### src/hdl/tcml_pkg.sv
// Shared types and constants for the tile collision map lookup block.
// Used by tcml_ctrl, tcml_dp and the top level; depends on nothing else.
`default_nettype none

package tcml_pkg;

    localparam int SLOT_COUNT           = 4;
    localparam int MAP_WORDS_PER_SLOT   = 4096;
    localparam int TILE_PIXELS_PER_SLOT = 16384;

    localparam int SLOT_IW   = (SLOT_COUNT > 1) ? $clog2(SLOT_COUNT) : 1;
    localparam int MAP_DEPTH = SLOT_COUNT * MAP_WORDS_PER_SLOT;
    localparam int PIX_DEPTH = SLOT_COUNT * TILE_PIXELS_PER_SLOT;
    localparam int MAP_AW    = $clog2(MAP_DEPTH);
    localparam int PIX_AW    = $clog2(PIX_DEPTH);

    localparam logic [2:0] CMD_GET_TILE   = 3'd0;
    localparam logic [2:0] CMD_SET_TILE   = 3'd1;
    localparam logic [2:0] CMD_GET_POINT  = 3'd2;
    localparam logic [2:0] CMD_LOAD_MAP   = 3'd3;
    localparam logic [2:0] CMD_LOAD_PIXEL = 3'd4;
    localparam logic [2:0] CMD_SET_SIZE   = 3'd5;

    typedef struct packed {
        logic [2:0]         command;
        logic [1:0]         slot;
        logic signed [31:0] coord_x;
        logic signed [31:0] coord_y;
        logic [15:0]        data_value;
        logic [15:0]        load_index;
        logic [15:0]        size_width;
        logic [15:0]        size_height;
    } cmd_word_t;

    typedef struct packed {
        logic [15:0] tile_value;
        logic [7:0]  point_value;
        logic        in_range;
        logic        fault;
    } rsp_word_t;

    typedef enum logic [2:0] {
        ST_IDLE,
        ST_LOCATE,
        ST_INDEX,
        ST_MAP_ACCESS,
        ST_MAP_WAIT,
        ST_PIX_ACCESS,
        ST_PIX_WAIT,
        ST_RESULT
    } state_t;

    // Steps of one command. The store writes of the load commands share
    // the index step: the controller never issues index for them.
    typedef struct packed {
        logic capture;
        logic locate;
        logic index;
        logic load_write;
        logic map_access;
        logic map_capture;
        logic pix_access;
        logic pix_capture;
        logic load_out;
    } ctl_cmd_t;

    typedef struct packed {
        logic bad;
        logic write_cmd;
        logic map_ok;
        logic op_set;
        logic op_point;
        logic pix_ok;
        logic out_free;
    } dp_stat_t;

endpackage

`default_nettype wire

### src/hdl/tcml_ctrl.sv
// Command sequencer for the tile collision map lookup block.
// Depends on tcml_pkg; drives the datapath in tcml_dp.
`default_nettype none

module tcml_ctrl (
    input  wire logic               clk,
    input  wire logic               rst_n,
    input  wire logic               cmd_valid,
    output logic                    cmd_stall,
    input  wire tcml_pkg::dp_stat_t stat,
    output tcml_pkg::ctl_cmd_t      ctl
);

    tcml_pkg::state_t state_reg;
    tcml_pkg::state_t state_next;

    always_ff @(posedge clk or negedge rst_n)
    begin
        if (!rst_n)
        begin
            state_reg <= tcml_pkg::ST_IDLE;
        end
        else
        begin
            state_reg <= state_next;
        end
    end

    always_comb
    begin
        state_next = state_reg;
        ctl        = '0;
        cmd_stall  = (state_reg != tcml_pkg::ST_IDLE);
        unique case (state_reg)
            tcml_pkg::ST_IDLE:
            begin
                if (cmd_valid)
                begin
                    ctl.capture = 1'b1;
                    state_next  = tcml_pkg::ST_LOCATE;
                end
            end
            tcml_pkg::ST_LOCATE:
            begin
                ctl.locate = 1'b1;
                if (stat.bad)
                begin
                    state_next = tcml_pkg::ST_RESULT;
                end
                else if (stat.write_cmd)
                begin
                    // loads and size writes finish in the next step
                    state_next = tcml_pkg::ST_INDEX;
                end
                else
                begin
                    state_next = tcml_pkg::ST_INDEX;
                end
            end
            tcml_pkg::ST_INDEX:
            begin
                if (stat.write_cmd)
                begin
                    ctl.load_write = 1'b1;
                    state_next     = tcml_pkg::ST_RESULT;
                end
                else
                begin
                    ctl.index  = 1'b1;
                    state_next = stat.map_ok ? tcml_pkg::ST_MAP_ACCESS : tcml_pkg::ST_RESULT;
                end
            end
            tcml_pkg::ST_MAP_ACCESS:
            begin
                ctl.map_access = 1'b1;
                state_next     = stat.op_set ? tcml_pkg::ST_RESULT : tcml_pkg::ST_MAP_WAIT;
            end
            tcml_pkg::ST_MAP_WAIT:
            begin
                ctl.map_capture = 1'b1;
                if (stat.op_point && stat.pix_ok)
                begin
                    state_next = tcml_pkg::ST_PIX_ACCESS;
                end
                else
                begin
                    state_next = tcml_pkg::ST_RESULT;
                end
            end
            tcml_pkg::ST_PIX_ACCESS:
            begin
                ctl.pix_access = 1'b1;
                state_next     = tcml_pkg::ST_PIX_WAIT;
            end
            tcml_pkg::ST_PIX_WAIT:
            begin
                ctl.pix_capture = 1'b1;
                state_next      = tcml_pkg::ST_RESULT;
            end
            tcml_pkg::ST_RESULT:
            begin
                // hold until the output register can take the word
                if (stat.out_free)
                begin
                    ctl.load_out = 1'b1;
                    state_next   = tcml_pkg::ST_IDLE;
                end
            end
            default:
            begin
                state_next = tcml_pkg::ST_IDLE;
            end
        endcase
    end

endmodule

`default_nettype wire

### config.mk
export PLATFORM = sky130hd
export DESIGN_NAME = tcml_ctrl
export DESIGN_NICKNAME = d
export VERILOG_FILES = /design/src/hdl/tcml_pkg.sv /design/src/hdl/tcml_ctrl.sv
export SDC_FILE = /design/constraint.sdc
export NUM_CORES = 1
export LEC_CHECK = 0
export ABC_AREA = 1
export BUFFER_PORTS_ARGS = -buffer_cell sky130_fd_sc_hd__clkbuf_2
export CAP_MARGIN = 20
export CORE_AREA = 2 2 39 41
export DETAILED_ROUTE_END_ITERATION = 6
export DIE_AREA = 0 0 41 43
export PLACE_DENSITY_LB_ADDON = 0.05
export SLEW_MARGIN = 20
export SYNTH_ARGS = -nofsm -noshare
export SYNTH_HDL_FRONTEND = slang
export SYNTH_SLANG_ARGS = --single-unit
### constraint.sdc
create_clock -name clk -period 1.03 [get_ports clk]
set_input_delay 0.309 -clock clk [delete_from_list [all_inputs] [get_ports clk]]
set_output_delay 0.309 -clock clk [all_outputs]
set_load 0.05 [all_outputs]
==> results_dict.tcl <==
set metrics [dict create \
    status "complete, but fails checks" \
    violations "negative setup slack" \
    synth_nets 54 \
    area_growth_pct 187 \
    regToRegSetupSlack_ns -0.07 \
    ys.flop_type "dfrtp_1" \
    synth_area_leaders "dfrtp_1, nand2_1, nor2_1" \
    track_usage_pct 14.7 \
    clk-insertion-delay-late_ns 0.23 \
    power_frac_comb_pct 81.1 \
    power.density_nw_per_um2 3540 \
    cp_max_fo 5 \
    cp_slowest_cell "dfrtp_2" \
    cp.required_ns 0.72 \
    fmax_mhz 648 \
    tritoncts "built" \
    synth.most_common_cell "nand2_1" \
    dpl.cell_count 93 \
    hold_class "input pin to flip-flop" \
    relSlewSlack_pct 85.7 \
    hold_depth 4 \
    grt_pass1_wl_um 1760 \
    synth_top_area_cell "dfrtp_1" \
    overflow 0 \
    rows 14 \
    syn_inst 44 \
    synth-seq-cells 3 \
    power_frac_clock_pct 7.4 \
    period_share_pct 150 \
    routed_wl_um 995 \
    p_leak_nw 0.374 \
    drt_iter0_markers 0 \
    reg2reg_depth 6 \
    hold_viol_final 0 \
    fillers 137 \
    drv_slew 0 \
    synth_edf_count 0 \
    crit_chain "inv_4 -> nor4_4 -> clkbuf_8" \
    ant_nets 0 \
    final_layout_size_suffix_gt1_share_pct 75.6 \
    start_kind "flip-flop" \
    p_sw_share_pct 50.9 \
    post-dp-hpwl_um 809 \
    cap_violations 0 \
    synthArstFlopShare_pct 100 \
    cts.htree.levels 1 \
    io_pins 20 \
    fin_nets 93 \
    largest_reg_flops 3 \
    io_buffer_count 19 \
    antenna-diode-count 0 \
    fin_cells 98 \
    avgSynthCellArea_sq_um 6.23 \
    finalWeightedCongestion 0.711 \
    grt_pass1_vias 430 \
    r2r_start "state_reg[1]" \
    end_kind "output pin" \
    cpPeakStageDelay_ns 0.42 \
    p_int_w 0.00137 \
    yosys_warnings 0 \
    setup_viol 13 \
    grt_max_degree 6 \
    fin_skew_ns 0.00204 \
    core_sq_um 1380 \
    rsz0062_at_grt "yes" \
    p_seq_share_pct 11.5 \
    synth_top_area_share_pct 27.4 \
    worstSetupPathType "flip-flop to output pin" \
    cts_sinks 3 \
    antenna_found_initial 0 \
    drc 0 \
    clk_pin_slew_ns 0.04 \
    cts_root_buffer "clkbuf_4" \
    die_area_sq_um 1760 \
    cts_buffer_depth 2 \
    yosys-top-cells-count "nand2_1, nor2_1, inv_1" \
    reg2reg_to "state_reg[0]" \
    synth_area_sq_um 274 \
    ir_worst_vdd_mv 1.55 \
    min_period_ns 1.54 \
    tightestPinTransition_ns 0.214 \
    wl_per_cell_um 10.2 \
    ys_types 14 \
    min-delay-start "stat[1]" \
    worstPathArrival_ns 1.23 \
    dieWidth_um 41 \
    first_pass_iters 1 \
    num_vias 412 \
    whs_endpoint "state_reg[1]" \
    fp.dieH_um 43 \
    ys_seq_area_share_pct 27.4 \
    start_util_pct 19.8 \
    switchingPower_w 0.00142 \
    cts_buffers 3 \
    setup_slack_ns -0.512 \
    via_per_inst 4.20 \
    fin_hold_ws_ns 0.364 \
]
## worst max-delay path: cells and delay by family, from the launching register on
kind	cells	cell delay, ns
and+or+nand+nor	1	0.28
DFF	1	0.42
buffers and inverters	2	0.30
## cell usage in the layout, fill, tap and decap left out
| cell | instances |
|---|---|
| buf_12 | 2 |
| dlygate4sd3_1 | 1 |
| nand2_4 | 2 |
| nand3_2 | 1 |
| clkbuf_4 | 3 |
| inv_2 | 1 |
| nor2_4 | 6 |
| clkinv_4 | 1 |
| inv_4 | 1 |
| nand2_1 | 6 |
| buf_8 | 7 |
| nand2_2 | 2 |
| clkbuf_8 | 2 |
| nand3_1 | 2 |
| clkbuf_2 | 9 |
| dfrtp_2 | 3 |
| nor4_4 | 1 |
| clkbuf_1 | 1 |
| o21ai_0 | 1 |
| nor2_2 | 3 |
| nand4_1 | 4 |
| buf_6 | 5 |
| inv_1 | 5 |
| nor3_4 | 3 |
| o21ai_2 | 1 |
| buf_4 | 9 |
## kinds of logic after synthesis
| family | synth area share [%] |
|---|---|
| flops | 27.4 |
| compound gates | 3.65 |
| simple gates | 53.9 |
| buf+inv | 15.1 |
## area by class of cell
class	instances	area, sq um	area share (%)
well taps	16	20.0	2.54
repair buffers	35	352	44.7
inverters	8	37.5	4.77
multi-input cells	32	273	34.7
clock buffers	4	26.3	3.34
flip-flops and latches	3	78.8	10.0
## power groups by stage
stage	logic, W	registers, W	clock network (W)
final	0.00226	0.000319	0.000206
after global routing	0.00242	0.000325	0.000227
after CTS	0.00221	0.000310	0.000217
after detailed placement	0.00191	0.000284	0
after global placement	0.00191	0.000283	0
after floorplan	0.00121	0.000289	0
## per-stage QoR
step | instance area [sq um] | power [W] | util (%) | worst slack, ns | TNS, ns
2_1_floorplan | 373 | 0.00150 | - | -0.443 | -3.31
3_3_place_gp | 617 | 0.00219 | 44.6 | -0.355 | -3.37
3_5_place_dp | 617 | 0.00219 | 44.6 | -0.345 | -3.39
4_1_cts | 771 | 0.00274 | 55.7 | -0.508 | -4.89
5_1_grt | 787 | 0.00297 | 56.9 | -0.559 | -5.46
6_report | 787 | 0.00278 | 56.9 | -0.512 | -4.75
## worst max path at each step
stage	start	end	slack, ns
finish	state_reg[1]	ctl[0]	-0.51
CTS	state_reg[1]	ctl[0]	-0.51
detailed placement	state_reg[2]	ctl[5]	-0.35
global placement	state_reg[2]	ctl[5]	-0.35
global route	state_reg[2]	ctl[0]	-0.56
floorplan	state_reg[1]	ctl[0]	-0.44
## layer usage
metal	vias to the layer above	share of wire [%]	wire length, um	GRT usage (%)
li1	217	-	-	-
met1	184	44	433	18.9
met2	11	53	532	23.8
met3	0	2.9	29	3.14
met4	0	0	0	4.00
met5	-	0	0	0
## repair_timing
| item | 4_1_cts | 5_1_grt |
|---|---|---|
| gates resized for setup | 32 | 9 |
| hold endpoints to repair | 3 | 0 |
| setup endpoints to repair | 13 | 13 |
| pin swaps | 1 | 2 |
| setup buffers | 0 | 0 |
| hold buffers | 1 | 0 |
(Power assumes the default switching activity.)
